## config.mk

```make
export PLATFORM = sky130hd
export DESIGN_NAME = weighted_euclidean_distance
export DESIGN_NICKNAME = d
export VERILOG_FILES = /design/src/rtl/wed_pkg.sv /design/src/rtl/wed_front.sv /design/src/rtl/wed_queue.sv /design/src/rtl/wed_sqrt.sv /design/src/rtl/weighted_euclidean_distance.sv
export VERILOG_INCLUDE_DIRS = /design/src /design/src/rtl
export SDC_FILE = /design/constraint.sdc
export NUM_CORES = 2
export LEC_CHECK = 0
export BUFFER_PORTS_ARGS = -buffer_cell sky130_fd_sc_hd__buf_2
export CORE_MARGIN = 2
export CORE_UTILIZATION = 45
export CTS_BUF_LIST = sky130_fd_sc_hd__clkbuf_8 sky130_fd_sc_hd__clkbuf_16
export DETAILED_ROUTE_END_ITERATION = 16
export GPL_TIMING_DRIVEN = 0
export HOLD_SLACK_MARGIN = 0.08
export REMOVE_ABC_BUFFERS = 1
export SLEW_MARGIN = 40
export SYNTH_ARGS = -nofsm -noshare
export SYNTH_HDL_FRONTEND = slang
export SYNTH_SLANG_ARGS = --single-unit
```

## constraint.sdc

```tcl
create_clock -name i_clk -period 14.8 [get_ports i_clk]
set_clock_uncertainty 0.1 [all_clocks]
set_input_delay 1.48 -clock i_clk [delete_from_list [all_inputs] [get_ports i_clk]]
set_output_delay 1.48 -clock i_clk [all_outputs]
set_load 0.02 [all_outputs]
```

## src/rtl/weighted_euclidean_distance_assert.svh

```systemverilog
// Assertion macros for the weighted Euclidean distance block.
// Both macros sample on i_clk and are switched off while i_rst_n is low.
`ifndef WEIGHTED_EUCLIDEAN_DISTANCE_ASSERT_SVH
`define WEIGHTED_EUCLIDEAN_DISTANCE_ASSERT_SVH

// The consequent must hold in the same cycle as the antecedent.
`define WED_ASSERT_NOW(lbl, ante, cons) \
    lbl: assert property (@(posedge i_clk) disable iff (!i_rst_n) (ante) |-> (cons)) \
        else $error("weighted_euclidean_distance: same-cycle check failed");

// The consequent must hold in the cycle after the antecedent.
`define WED_ASSERT_NEXT(lbl, ante, cons) \
    lbl: assert property (@(posedge i_clk) disable iff (!i_rst_n) (ante) |=> (cons)) \
        else $error("weighted_euclidean_distance: next-cycle check failed");

`endif

```

## src/rtl/wed_pkg.sv

```systemverilog
`timescale 1ns / 1ps

package wed_pkg;

    // Default sizes.
    localparam int MAX_TERMS_DEF = 1024;
    localparam int COEF_BITS_DEF = 16;

    // Fixed field widths.
    localparam int WEIGHT_W  = 16;
    localparam int LIMIT_W   = 11;
    localparam int SUM_W     = 64;
    localparam int DIST_W    = 32;
    localparam int CFG_IDX_W = 8;

    // Weight of 1.0 in unsigned Q4.12.
    localparam logic [WEIGHT_W-1:0] FRAC_ONE = 16'h1000;

    // Configuration register indexes.
    localparam logic [CFG_IDX_W-1:0] CFG_TERM_LIMIT = 8'd0;
    localparam logic [CFG_IDX_W-1:0] CFG_WEIGHTS_ON = 8'd1;

    // Depth of the queue between the accumulator and the square-root unit.
    localparam int QUEUE_DEPTH = 2;

    // One finished run: the saturated sum and whether any pair was invalid.
    typedef struct packed {
        logic [SUM_W-1:0] sum;
        logic             invalid;
    } t_run;

endpackage

```

## src/rtl/wed_front.sv

```systemverilog
`timescale 1ns / 1ps

module wed_front
    import wed_pkg::*;
#(
    parameter int MAX_TERMS = MAX_TERMS_DEF,
    parameter int COEF_BITS = COEF_BITS_DEF
) (
    input  logic                 i_clk,
    input  logic                 i_rst_n,
    input  logic [LIMIT_W-1:0]   i_limit,
    input  logic                 i_weights_on,
    input  logic                 i_valid,
    output logic                 o_ready,
    input  logic [COEF_BITS-1:0] i_coef_a,
    input  logic [COEF_BITS-1:0] i_coef_b,
    input  logic [WEIGHT_W-1:0]  i_weight,
    input  logic                 i_both_valid,
    input  logic                 i_last_pair,
    input  logic                 i_q_full,
    output logic                 o_push,
    output t_run                 o_push_data
);

    localparam int CNT_W  = $clog2(MAX_TERMS + 1);
    localparam int LIM_W  = (CNT_W > LIMIT_W) ? CNT_W : LIMIT_W;
    localparam int SQ_W   = 2 * COEF_BITS;
    localparam int TERM_W = SQ_W + WEIGHT_W;

    // Run bookkeeping at the accept point.
    logic [CNT_W-1:0] r_count, n_count;
    logic             r_run_inv, n_run_inv;

    // Pipeline registers: stage 1 absolute difference, stage 2 square, stage 3 term.
    logic                 r_s1_valid, r_s2_valid, r_s3_valid;
    logic                 r_s1_last, r_s2_last, r_s3_last;
    logic                 r_s1_inv, r_s2_inv, r_s3_inv;
    logic [COEF_BITS-1:0] r_s1_abs;
    logic [WEIGHT_W-1:0]  r_s1_w, r_s2_w;
    logic [SQ_W-1:0]      r_s2_sq;
    logic [TERM_W-1:0]    r_s3_term;
    logic [SUM_W-1:0]     r_sum, n_sum;

    logic                 w_stall;
    logic                 w_accept;
    logic [LIM_W-1:0]     w_lim;
    logic [LIM_W-1:0]     w_lim_eff;
    logic                 w_use;
    logic                 w_item_inv;
    logic [COEF_BITS:0]   w_diff;
    logic [COEF_BITS-1:0] w_abs;
    logic [SUM_W:0]       w_add;
    logic [SUM_W-1:0]     w_sat;

    // The whole pipeline holds while a finished run cannot enter the queue.
    assign w_stall  = r_s3_valid & r_s3_last & i_q_full;
    assign o_ready  = !w_stall;
    assign w_accept = i_valid & !w_stall;

    // Clamp the limit to the counter range and decide whether this pair is summed.
    always_comb begin
        w_lim     = LIM_W'(i_limit);
        w_lim_eff = (w_lim > LIM_W'(MAX_TERMS)) ? LIM_W'(MAX_TERMS) : w_lim;
        w_use     = (w_lim_eff == '0) || (LIM_W'(r_count) < w_lim_eff);
    end

    assign w_item_inv = r_run_inv | !i_both_valid;

    // Signed difference and its magnitude.
    always_comb begin
        w_diff = $signed({i_coef_a[COEF_BITS-1], i_coef_a})
               - $signed({i_coef_b[COEF_BITS-1], i_coef_b});
        w_abs  = w_diff[COEF_BITS] ? COEF_BITS'(-w_diff) : w_diff[COEF_BITS-1:0];
    end

    // Counter and invalid flag of the current run.
    always_comb begin
        n_count   = r_count;
        n_run_inv = r_run_inv;
        if (w_accept) begin
            if (i_last_pair) begin
                n_count   = '0;
                n_run_inv = 1'b0;
            end else begin
                n_run_inv = w_item_inv;
                if (CNT_W'(MAX_TERMS) > r_count) begin
                    n_count = r_count + 1'b1;
                end
            end
        end
    end

    // Saturating accumulate of the stage 3 term.
    always_comb begin
        w_add = {1'b0, r_sum} + (SUM_W + 1)'(r_s3_term);
        w_sat = w_add[SUM_W] ? {SUM_W{1'b1}} : w_add[SUM_W-1:0];
        n_sum = r_sum;
        if (r_s3_valid && !w_stall) begin
            n_sum = r_s3_last ? '0 : w_sat;
        end
    end

    assign o_push            = r_s3_valid & r_s3_last & !w_stall;
    assign o_push_data.sum   = w_sat;
    assign o_push_data.invalid = r_s3_inv;

    // Control registers.
    always_ff @(posedge i_clk) begin
        if (!i_rst_n) begin
            r_count    <= '0;
            r_run_inv  <= 1'b0;
            r_sum      <= '0;
            r_s1_valid <= 1'b0;
            r_s2_valid <= 1'b0;
            r_s3_valid <= 1'b0;
        end else begin
            r_count   <= n_count;
            r_run_inv <= n_run_inv;
            r_sum     <= n_sum;
            if (!w_stall) begin
                r_s1_valid <= w_accept;
                r_s2_valid <= r_s1_valid;
                r_s3_valid <= r_s2_valid;
            end
        end
    end

    // Payload registers; a pair over the limit carries a zero weight.
    always_ff @(posedge i_clk) begin
        if (!w_stall) begin
            r_s1_abs  <= w_abs;
            r_s1_w    <= !w_use ? '0 : (i_weights_on ? i_weight : FRAC_ONE);
            r_s1_last <= i_last_pair;
            r_s1_inv  <= w_item_inv;

            r_s2_sq   <= SQ_W'(r_s1_abs) * SQ_W'(r_s1_abs);
            r_s2_w    <= r_s1_w;
            r_s2_last <= r_s1_last;
            r_s2_inv  <= r_s1_inv;

            r_s3_term <= TERM_W'(r_s2_sq) * TERM_W'(r_s2_w);
            r_s3_last <= r_s2_last;
            r_s3_inv  <= r_s2_inv;
        end
    end

endmodule

```

## src/rtl/wed_queue.sv

```systemverilog
`timescale 1ns / 1ps

module wed_queue
    import wed_pkg::*;
(
    input  logic i_clk,
    input  logic i_rst_n,
    input  logic i_push,
    input  t_run i_push_data,
    output logic o_full,
    input  logic i_pop,
    output logic o_valid,
    output t_run o_head
);

    localparam int PTR_W = (QUEUE_DEPTH > 1) ? $clog2(QUEUE_DEPTH) : 1;
    localparam int CNT_W = $clog2(QUEUE_DEPTH + 1);

    t_run             r_mem [QUEUE_DEPTH];
    logic [PTR_W-1:0] r_wr_ptr, n_wr_ptr;
    logic [PTR_W-1:0] r_rd_ptr, n_rd_ptr;
    logic [CNT_W-1:0] r_count, n_count;

    assign o_full  = (r_count == CNT_W'(QUEUE_DEPTH));
    assign o_valid = (r_count != '0);
    assign o_head  = r_mem[r_rd_ptr];

    // Pointer and fill count update.
    always_comb begin
        n_wr_ptr = r_wr_ptr;
        n_rd_ptr = r_rd_ptr;
        n_count  = r_count;
        if (i_push) begin
            n_wr_ptr = (r_wr_ptr == PTR_W'(QUEUE_DEPTH - 1)) ? '0 : r_wr_ptr + 1'b1;
        end
        if (i_pop) begin
            n_rd_ptr = (r_rd_ptr == PTR_W'(QUEUE_DEPTH - 1)) ? '0 : r_rd_ptr + 1'b1;
        end
        if (i_push && !i_pop) begin
            n_count = r_count + 1'b1;
        end else if (!i_push && i_pop) begin
            n_count = r_count - 1'b1;
        end
    end

    always_ff @(posedge i_clk) begin
        if (!i_rst_n) begin
            r_wr_ptr <= '0;
            r_rd_ptr <= '0;
            r_count  <= '0;
        end else begin
            r_wr_ptr <= n_wr_ptr;
            r_rd_ptr <= n_rd_ptr;
            r_count  <= n_count;
        end
    end

    // Storage of finished runs.
    always_ff @(posedge i_clk) begin
        if (i_push) begin
            r_mem[r_wr_ptr] <= i_push_data;
        end
    end

endmodule

```

## src/rtl/wed_sqrt.sv

```systemverilog
`timescale 1ns / 1ps

module wed_sqrt
    import wed_pkg::*;
(
    input  logic              i_clk,
    input  logic              i_rst_n,
    input  logic              i_q_valid,
    input  t_run              i_head,
    output logic              o_pop,
    output logic              o_valid,
    input  logic              i_ready,
    output logic [DIST_W-1:0] o_distance,
    output logic              o_status
);

    localparam logic [1:0] ST_IDLE = 2'd0;
    localparam logic [1:0] ST_CALC = 2'd1;
    localparam logic [1:0] ST_DONE = 2'd2;

    logic [1:0]        r_state, n_state;
    logic [SUM_W-1:0]  r_x, n_x;
    logic [SUM_W-1:0]  r_res, n_res;
    logic [SUM_W-1:0]  r_bit, n_bit;
    logic              r_inv, n_inv;
    logic              r_out_valid, n_out_valid;
    logic [DIST_W-1:0] r_distance, n_distance;
    logic              r_status, n_status;
    logic [SUM_W-1:0]  w_trial;

    assign w_trial    = r_res + r_bit;
    assign o_pop      = (r_state == ST_IDLE) && i_q_valid;
    assign o_valid    = r_out_valid;
    assign o_distance = r_distance;
    assign o_status   = r_status;

    // Digit-by-digit square root, one result bit per cycle.
    always_comb begin
        n_state     = r_state;
        n_x         = r_x;
        n_res       = r_res;
        n_bit       = r_bit;
        n_inv       = r_inv;
        n_out_valid = r_out_valid;
        n_distance  = r_distance;
        n_status    = r_status;

        if (r_out_valid && i_ready) begin
            n_out_valid = 1'b0;
        end

        unique case (r_state)
            ST_IDLE: begin
                if (i_q_valid) begin
                    n_x   = i_head.sum;
                    n_res = '0;
                    n_bit = SUM_W'(1) << (SUM_W - 2);
                    n_inv = i_head.invalid;
                    n_state = i_head.invalid ? ST_DONE : ST_CALC;
                end
            end
            ST_CALC: begin
                if (r_x >= w_trial) begin
                    n_x   = r_x - w_trial;
                    n_res = (r_res >> 1) + r_bit;
                end else begin
                    n_res = r_res >> 1;
                end
                n_bit = r_bit >> 2;
                if (r_bit == SUM_W'(1)) begin
                    n_state = ST_DONE;
                end
            end
            ST_DONE: begin
                // Hand the result to the output register once it is free.
                if (!r_out_valid || i_ready) begin
                    n_out_valid = 1'b1;
                    n_distance  = r_inv ? '0 : r_res[DIST_W-1:0];
                    n_status    = r_inv;
                    n_state     = ST_IDLE;
                end
            end
            default: begin
                n_state = ST_IDLE;
            end
        endcase
    end

    always_ff @(posedge i_clk) begin
        if (!i_rst_n) begin
            r_state     <= ST_IDLE;
            r_out_valid <= 1'b0;
        end else begin
            r_state     <= n_state;
            r_out_valid <= n_out_valid;
        end
    end

    always_ff @(posedge i_clk) begin
        r_x        <= n_x;
        r_res      <= n_res;
        r_bit      <= n_bit;
        r_inv      <= n_inv;
        r_distance <= n_distance;
        r_status   <= n_status;
    end

endmodule

```

## src/rtl/weighted_euclidean_distance.sv

```systemverilog
`timescale 1ns / 1ps
// Channel  | Direction | Handshake                  | Payload
// ---------+-----------+----------------------------+------------------------------------------
// pairs    | in        | i_in_valid / o_in_ready    | coef_a, coef_b, weight, both_valid, last_pair
// results  | out       | o_out_valid / i_out_ready  | distance, status
// config   | in        | i_cfg_valid / o_cfg_ready  | cfg_index, cfg_data
//
// Pairs are taken one per cycle unless the pipeline stalls; an accepted pair passes the
// difference, square and term registers before it reaches the accumulator. The square-root
// unit computes one root bit per cycle, then fills the output register; an invalid run skips
// the iterations. A two-entry queue holds finished sums; pairs stall only when a last pair
// reaches the accumulator while that queue is full. Reset is synchronous and active low.

`include "weighted_euclidean_distance_assert.svh"

module weighted_euclidean_distance
    import wed_pkg::*;
#(
    parameter int MAX_TERMS = MAX_TERMS_DEF,
    parameter int COEF_BITS = COEF_BITS_DEF
) (
    input  logic                 i_clk,
    input  logic                 i_rst_n,
    input  logic                 i_in_valid,
    output logic                 o_in_ready,
    input  logic [COEF_BITS-1:0] i_coef_a,
    input  logic [COEF_BITS-1:0] i_coef_b,
    input  logic [WEIGHT_W-1:0]  i_weight,
    input  logic                 i_both_valid,
    input  logic                 i_last_pair,
    output logic                 o_out_valid,
    input  logic                 i_out_ready,
    output logic [DIST_W-1:0]    o_distance,
    output logic                 o_status,
    input  logic                 i_cfg_valid,
    output logic                 o_cfg_ready,
    input  logic [CFG_IDX_W-1:0] i_cfg_index,
    input  logic [LIMIT_W-1:0]   i_cfg_data
);

    logic [LIMIT_W-1:0] r_term_limit;
    logic               r_weights_on;
    logic               w_push;
    t_run               w_push_data;
    logic               w_q_full;
    logic               w_q_valid;
    logic               w_pop;
    t_run               w_head;

    // Configuration registers; unknown indexes are ignored.
    assign o_cfg_ready = 1'b1;

    always_ff @(posedge i_clk) begin
        if (!i_rst_n) begin
            r_term_limit <= '0;
            r_weights_on <= 1'b0;
        end else if (i_cfg_valid) begin
            unique case (i_cfg_index)
                CFG_TERM_LIMIT: r_term_limit <= i_cfg_data;
                CFG_WEIGHTS_ON: r_weights_on <= i_cfg_data[0];
                default: begin
                end
            endcase
        end
    end

    // Front end: difference, square, weight and accumulate.
    wed_front #(
        .MAX_TERMS (MAX_TERMS),
        .COEF_BITS (COEF_BITS)
    ) u_front (
        .i_clk        (i_clk),
        .i_rst_n      (i_rst_n),
        .i_limit      (r_term_limit),
        .i_weights_on (r_weights_on),
        .i_valid      (i_in_valid),
        .o_ready      (o_in_ready),
        .i_coef_a     (i_coef_a),
        .i_coef_b     (i_coef_b),
        .i_weight     (i_weight),
        .i_both_valid (i_both_valid),
        .i_last_pair  (i_last_pair),
        .i_q_full     (w_q_full),
        .o_push       (w_push),
        .o_push_data  (w_push_data)
    );

    // Queue of finished runs between the two sides.
    wed_queue u_queue (
        .i_clk       (i_clk),
        .i_rst_n     (i_rst_n),
        .i_push      (w_push),
        .i_push_data (w_push_data),
        .o_full      (w_q_full),
        .i_pop       (w_pop),
        .o_valid     (w_q_valid),
        .o_head      (w_head)
    );

    // Back end: square root and output register.
    wed_sqrt u_sqrt (
        .i_clk      (i_clk),
        .i_rst_n    (i_rst_n),
        .i_q_valid  (w_q_valid),
        .i_head     (w_head),
        .o_pop      (w_pop),
        .o_valid    (o_out_valid),
        .i_ready    (i_out_ready),
        .o_distance (o_distance),
        .o_status   (o_status)
    );

    // An invalid run always reports a zero distance.
    `WED_ASSERT_NOW(a_invalid_zero, o_out_valid && o_status, o_distance == '0)
    // A finished run is never pushed into a full queue.
    `WED_ASSERT_NOW(a_no_overflow, w_push, !w_q_full)
    // Pairs are held back only because the queue is full.
    `WED_ASSERT_NOW(a_stall_cause, !o_in_ready, w_q_full)
    // A push without a pop leaves a run waiting in the queue.
    `WED_ASSERT_NEXT(a_push_lands, w_push && !w_pop, w_q_valid)

endmodule

```

Word-level counts from Yosys, hierarchy flattened:

Memories as Yosys holds them, arrays and structs flattened. A register that Yosys moved wholly into a read port is not among the register bits.
Index checks and enable logic that the tools add are counted.

* mux-type cells: 32
* bitwise operators: 5
* equality and inequality tests: 9
* add/subtract/negate cells: 11
* magnitude comparators: 4
* reduce and logical (&&, ||, !) cells: 28
* multiply operators: 2

Operators with widths (number)
* 64-bit 2-to-1 mux: 7
* 64-bit case mux with 2 select lines: 3
* 64-bit by 48-bit adder with 65-bit output: 1
* 63-bit by 64-bit adder with 64-bit output: 1
* 64-bit adder: 1
* 64-bit by 1-bit == test with 1-bit output (second input constant): 1
* 64-bit >= comparator: 1
* 64-bit subtractor: 1
* 32-bit by 16-bit multiplier with 48-bit output: 1
* 11-bit 2-to-1 mux: 3
* 16-bit by 16-bit multiplier with 32-bit output: 1
* 16-bit by 16-bit subtractor with 17-bit output: 1
* 16-bit 2-to-1 mux: 1
* 16-bit negator: 1
* 2-bit AND reduction: 7
* 13-bit 2-to-1 mux: 1
* 2-bit 2-to-1 mux: 6
* 11-bit by 1-bit adder with 11-bit output (second input constant): 1
* 11-bit > comparator (first input constant): 1
* 11-bit > comparator (second input constant): 1
* 11-bit logical NOT: 1
* 11-bit less-than comparator: 1
* 1-bit 2-to-1 mux: 10
* 8-bit by 1-bit == test with 1-bit output (second input constant): 1
* other kinds (16): 37

* register bits after elaboration: 458
* RAM bits: 130
* memories: 1
* word-level logic and storage cells: 123
* input bits: 74

Memories
* u_queue.r_mem: words 2, bits a word 65, rd ports 1, clocked after Yosys merged registers in 1, write ports 1, RTL line wed_queue.sv:19 `t_run r_mem [QUEUE_DEPTH];`

Depth between registers and ports, before layout:

* word-level depth: 8
* depth in mapped cells: 26
* gate-level depth less buffers: 25

By module:

A second synthesis with hierarchy kept.

* cell total of the unflattened synthesis: 6046
* area total of the unflattened synthesis: 57082.2 sq um

Modules (own cells, without submodules)
* wed_front: times used 1, cells each 3875, sequential area each 5575.3 sq um, area each 35136.2 sq um
* wed_sqrt: times used 1, cells each 1890, sequential area each 5885.6 sq um, area each 16507.1 sq um
* wed_queue: times used 1, cells each 224, sequential area each 4003.8 sq um, area each 4926.0 sq um
* weighted_euclidean_distance: times used 1, cells each 57, sequential area each 240.2 sq um, area each 513.0 sq um

Worst setup path after synthesis:

OpenSTA, ideal clock, no wires.

* path kind: register to register
* from: register u_sqrt.r_bit[2]
* to: register u_sqrt.r_x[0] (enable)
* data arrival time: 6087 ps
* data required time: 14276 ps
* stages on the path, launching flop included: 22
* clock period less this slack: 6611 ps
* path slack: 8189 ps
* library setup time: 424 ps
* path through: edfxtp_1 -> ha_1 -> a31oi_1 -> a211oi_1 -> a21oi_1 -> o21ai_1 -> a31o_2 -> a221o_1 -> a31o_2 -> a31o_2 -> a21oi_1 -> xor2_1 -> ha_1 -> and3_1 -> nand3_1 -> or2_2 -> o21ai_0 -> a221o_1 -> a41o_1 -> clkbuf_1 -> nand2_1 -> nand2_1

* cells in the longest elaborated chain, start to end: 4

Ends and longest elaborated chain
* start: declaration: RTL line wed_sqrt.sv:24 `logic [SUM_W-1:0] r_bit, n_bit;`
* start signal: assignment: RTL line wed_sqrt.sv:102 `r_bit <= n_bit;`
* 64-bit adder: RTL line wed_sqrt.sv:31 `assign w_trial = r_res + r_bit;`
* 64-bit >= comparator: RTL line wed_sqrt.sv:63 `if (r_x >= w_trial) begin`
* 2-bit by 1-bit != test with 1-bit output (no line)
* 3-bit AND reduction (no line)
* end signal: assignment: RTL line wed_sqrt.sv:100 `r_x <= n_x;`
* end: declaration: RTL line wed_sqrt.sv:22 `logic [SUM_W-1:0] r_x, n_x;`

Every way passes these cells.
A chain may end at the register's enable or synchronous reset.

Final worst setup path:

* from: register u_sqrt.r_res[2]
* to: register u_sqrt.r_x[6] (enable)

* cells in the longest elaborated chain, start to end: 4

Ends and longest elaborated chain
* start: declaration: RTL line wed_sqrt.sv:23 `logic [SUM_W-1:0] r_res, n_res;`
* start signal: assignment: RTL line wed_sqrt.sv:101 `r_res <= n_res;`
* 64-bit adder: RTL line wed_sqrt.sv:31
* 64-bit >= comparator: RTL line wed_sqrt.sv:63
* 2-bit by 1-bit != test with 1-bit output (no line)
* 3-bit AND reduction (no line)

Every way passes these cells.

==> impl_metrics.ini <==
[clocking]
clk_pin_slew_worst_paths_ns = 0.05
cts_resized = 0
hold_buffers = 0
tritoncts = yes
clock_sinks = 556
cts_inserted_buffers = 70
postCtsSetupBuffers = 0
max-clock-path-buffers = 3
cts-root-buf = clkbuf_16
htreeDepth = 3
clk_latency_ns = 0.68

[global_routing]
gr-total-overflow = 0
grt_usage = 0.208
grt_pass1_vias = 42800
grt_max_degree = 79
grt_antenna_before_repair = 5
grt_first_pass_wirelength_microns = 221000

[synth]
synth_top_area_cell = edfxtp_1
synth.area.top_cells = edfxtp_1 (24%), fa_1 (20%), ha_1 (9.5%)
async_reset_ff_frac = 0
synth-seq-cells = 556
synth-main-ff-cell = edfxtp_1
ys_seq_area_frac = 0.276
ys_types = 94
yosysWarnings = 0
synthesis.area_sq_um = 56800
synth_area_per_cell_sq_um = 9.41
synthCells = 6037
yosys.area.top_type_share = 0.241
synth_edf_count = 457
ys_top_cells_by_count = inv_1 (797), nand2_1 (723), fa_1 (578)
yosysMostFrequentCell = inv_1

[finish]
stdcell_count = 7730
area_growth_pct = 8.95
final_nets = 7105
drive_gt1_frac = 0.0581

[place]
dp_cells = 7599
portBuffers = 108
gp_congestion = 0.901
dp_hpwl_microns = 106000

[floorplanning]
die_h_microns = 359
pin_count = 110
die-area_sq_um = 129000
initial_core_util = 0.453
core_sq_um = 125000
fp.dieW_microns = 359
num_rows = 130

[routing]
ant_nets = 0
drt_iter0_markers = 2121
drc = 0
vias = 41500
vias_per_cell = 5.36
wirelength_microns = 133000
wl_per_cell_microns = 17.3
first_pass_iters = 7

[worst_setup_path]
rr_worst_depth = 19
critPathLaunchType = register
crit_fanout = 41
crit_arrival_ns = 7.78
r2r_slack_ns = 7.26
reg2reg_from = u_sqrt.r_res[2]$_SDFFCE_PN0P_
worstSetupEndpointType = register
timing.rr.end = u_sqrt.r_x[6]$_DFFE_PP_
path_class = register to register
crit_required_ns = 15.04

[sta]
final.setup.tns_ns = 0
timing.fmax_ghz = 0.133
tightest_slew_ns = 0.932
min_period_over_period = 0.510
finalHoldViolCount = 0
relSlewSlack = 0.372
rsz0062_at_grt = false
finalMaxSlewViolations = 0
setup_viol = 0
fin_crit_ns = 7.54

[run_status]
outcome = finished clean

[worst_hold_path]
hold_depth = 0
hold_path_end = u_front.r_s2_w[0]$_DFFE_PN_
hold_path.startpoint = u_front.r_s1_w[0]$_SDFFCE_PN0N_
hold_path_class = register to register

[flow_run]
cap_violations = 0
[metrics by stage]
step	setup slack (ns)	hold slack (ns)	area [sq um]	util
floorplan	5.94	0.300	55700	-
global placement	-0.597	0.301	58300	0.465
detailed placement	7.27	0.305	59400	0.474
CTS	7.23	0.317	61900	0.494
global route	6.79	0.321	61900	0.494
finish	7.26	0.315	61900	0.494
[per-layer routing]
layer	share of wire	track usage	wire, microns
met1	0.45	0.266	60400
met2	0.49	0.365	65100
met3	0.031	0.0259	4100
met4	0.029	0.0662	3930
met5	0.000097	0	13
[layout make-up]
class                      count  area, sq um
antenna                        3         7.51
clock buffer                  74         1820
clock inverter                54          702
fill                       11700        63500
inverter                     798         3010
multi-input combinational   4428        37200
sequential                   556        15700
tap                         1650         2060
timing repair buffer         167         1440
[worst max path at each step]
| stage | from | endpoint | cells after the start |
|---|---|---|---|
| 3_5_place_dp | u_sqrt.r_res[2]$_SDFFCE_PN0P_ | u_sqrt.r_x[1]$_DFFE_PP_ | 19 |
| 3_3_place_gp | u_sqrt.r_state[0]$_SDFFE_PN0P_ | u_sqrt.r_x[62]$_DFFE_PP_ | 5 |
| 2_1_floorplan | u_sqrt.r_state[0]$_SDFFE_PN0P_ | u_sqrt.r_x[62]$_DFFE_PP_ | 5 |
| 6_report | u_sqrt.r_res[2]$_SDFFCE_PN0P_ | u_sqrt.r_x[6]$_DFFE_PP_ | 19 |
| 4_1_cts | u_sqrt.r_res[2]$_SDFFCE_PN0P_ | u_sqrt.r_x[23]$_DFFE_PP_ | 19 |
| 5_1_grt | u_sqrt.r_res[2]$_SDFFCE_PN0P_ | u_sqrt.r_x[6]$_DFFE_PP_ | 19 |
[flip-flops by register name, indices dropped and copies added, names as in the netlist, 11 cells and up, named ones only]
| register | cells |
|---|---|
| u_front.r_sum | 64 |
| u_sqrt.o_distance | 32 |
| u_front.r_s3_term | 48 |
| u_front.r_s1_w | 16 |
| u_queue.r_mem | 130 |
| u_sqrt.r_x | 64 |
| u_front.r_s2_w | 16 |
| u_sqrt.r_bit | 32 |
| r_term_limit | 11 |
| u_front.r_s2_sq | 31 |
| u_sqrt.r_res | 64 |
| u_front.r_s1_abs | 16 |
| u_front.r_count | 11 |
[placed cells by master (no fill, tap or decap), types with 13 or more instances in the layout]
cell type / netlist / final
o21a_1: 38 / 38
buf_2: 20 / 109
o211ai_1: 21 / 21
nor3_1: 53 / 52
ha_1: 432 / 432
and3_1: 53 / 53
dfxtp_1: 99 / 98
o21ai_0: 240 / 238
mux2i_1: 75 / 75
inv_1: 797 / 802
edfxtp_1: 457 / 457
a21oi_1: 313 / 312
or2_2: 13 / 13
a31oi_1: 80 / 80
nor4_1: 19 / 19
nand2b_1: 27 / 27
nand2_1: 723 / 721
a21o_1: 140 / 140
and2_1: 311 / 310
a22oi_1: 19 / 19
xnor2_1: 195 / 195
buf_6: 12 / 29
o31ai_1: 17 / 17
nor2b_1: 74 / 72
fa_1: 578 / 578
a22o_1: 22 / 22
o21bai_1: 56 / 56
a211oi_1: 54 / 54
clkbuf_16: 0 / 71
xor2_1: 138 / 138
nand4_1: 71 / 71
nor2_1: 330 / 325
nand3_1: 83 / 83
or3_1: 27 / 27
a31o_2: 16 / 16
[logic make-up (layout without fill, tap and decap cells)]
logic type      after synthesis  after routing  share of synthesized area
compound gates             1166           1166                      0.132
xor+xnor                    333            333                     0.0513
fa+ha+maj                  1010           1010                      0.299
buf+inv                    1060           1093                     0.0725
flops                       556            556                      0.276
mux                          84             84                     0.0150
other cells                   2             12                   0.000132
simple gates               1826           1826                      0.154
[critical path, cell delays in order (launching register included)]
cell	delay (ns)
edfxtp_1	0.46
ha_1	0.37
a31oi_1	0.16
a211oi_1	0.46
a21oi_1	0.23
o21ai_0	0.79
a41oi_1	0.29
o21bai_1	0.49
a41o_1	0.32
a21oi_1	0.14
o21ai_0	0.22
xnor2_1	0.14
ha_1	0.46
nand4_1	0.22
nor3_1	0.61
a221o_1	0.37
a41o_4	0.24
nand2_1	0.33
nand2_4	0.46
buf_12	0.28
Power is not shown: default switching activity piles up to over one toggle a cycle in this logic, so the estimate is an artifact.
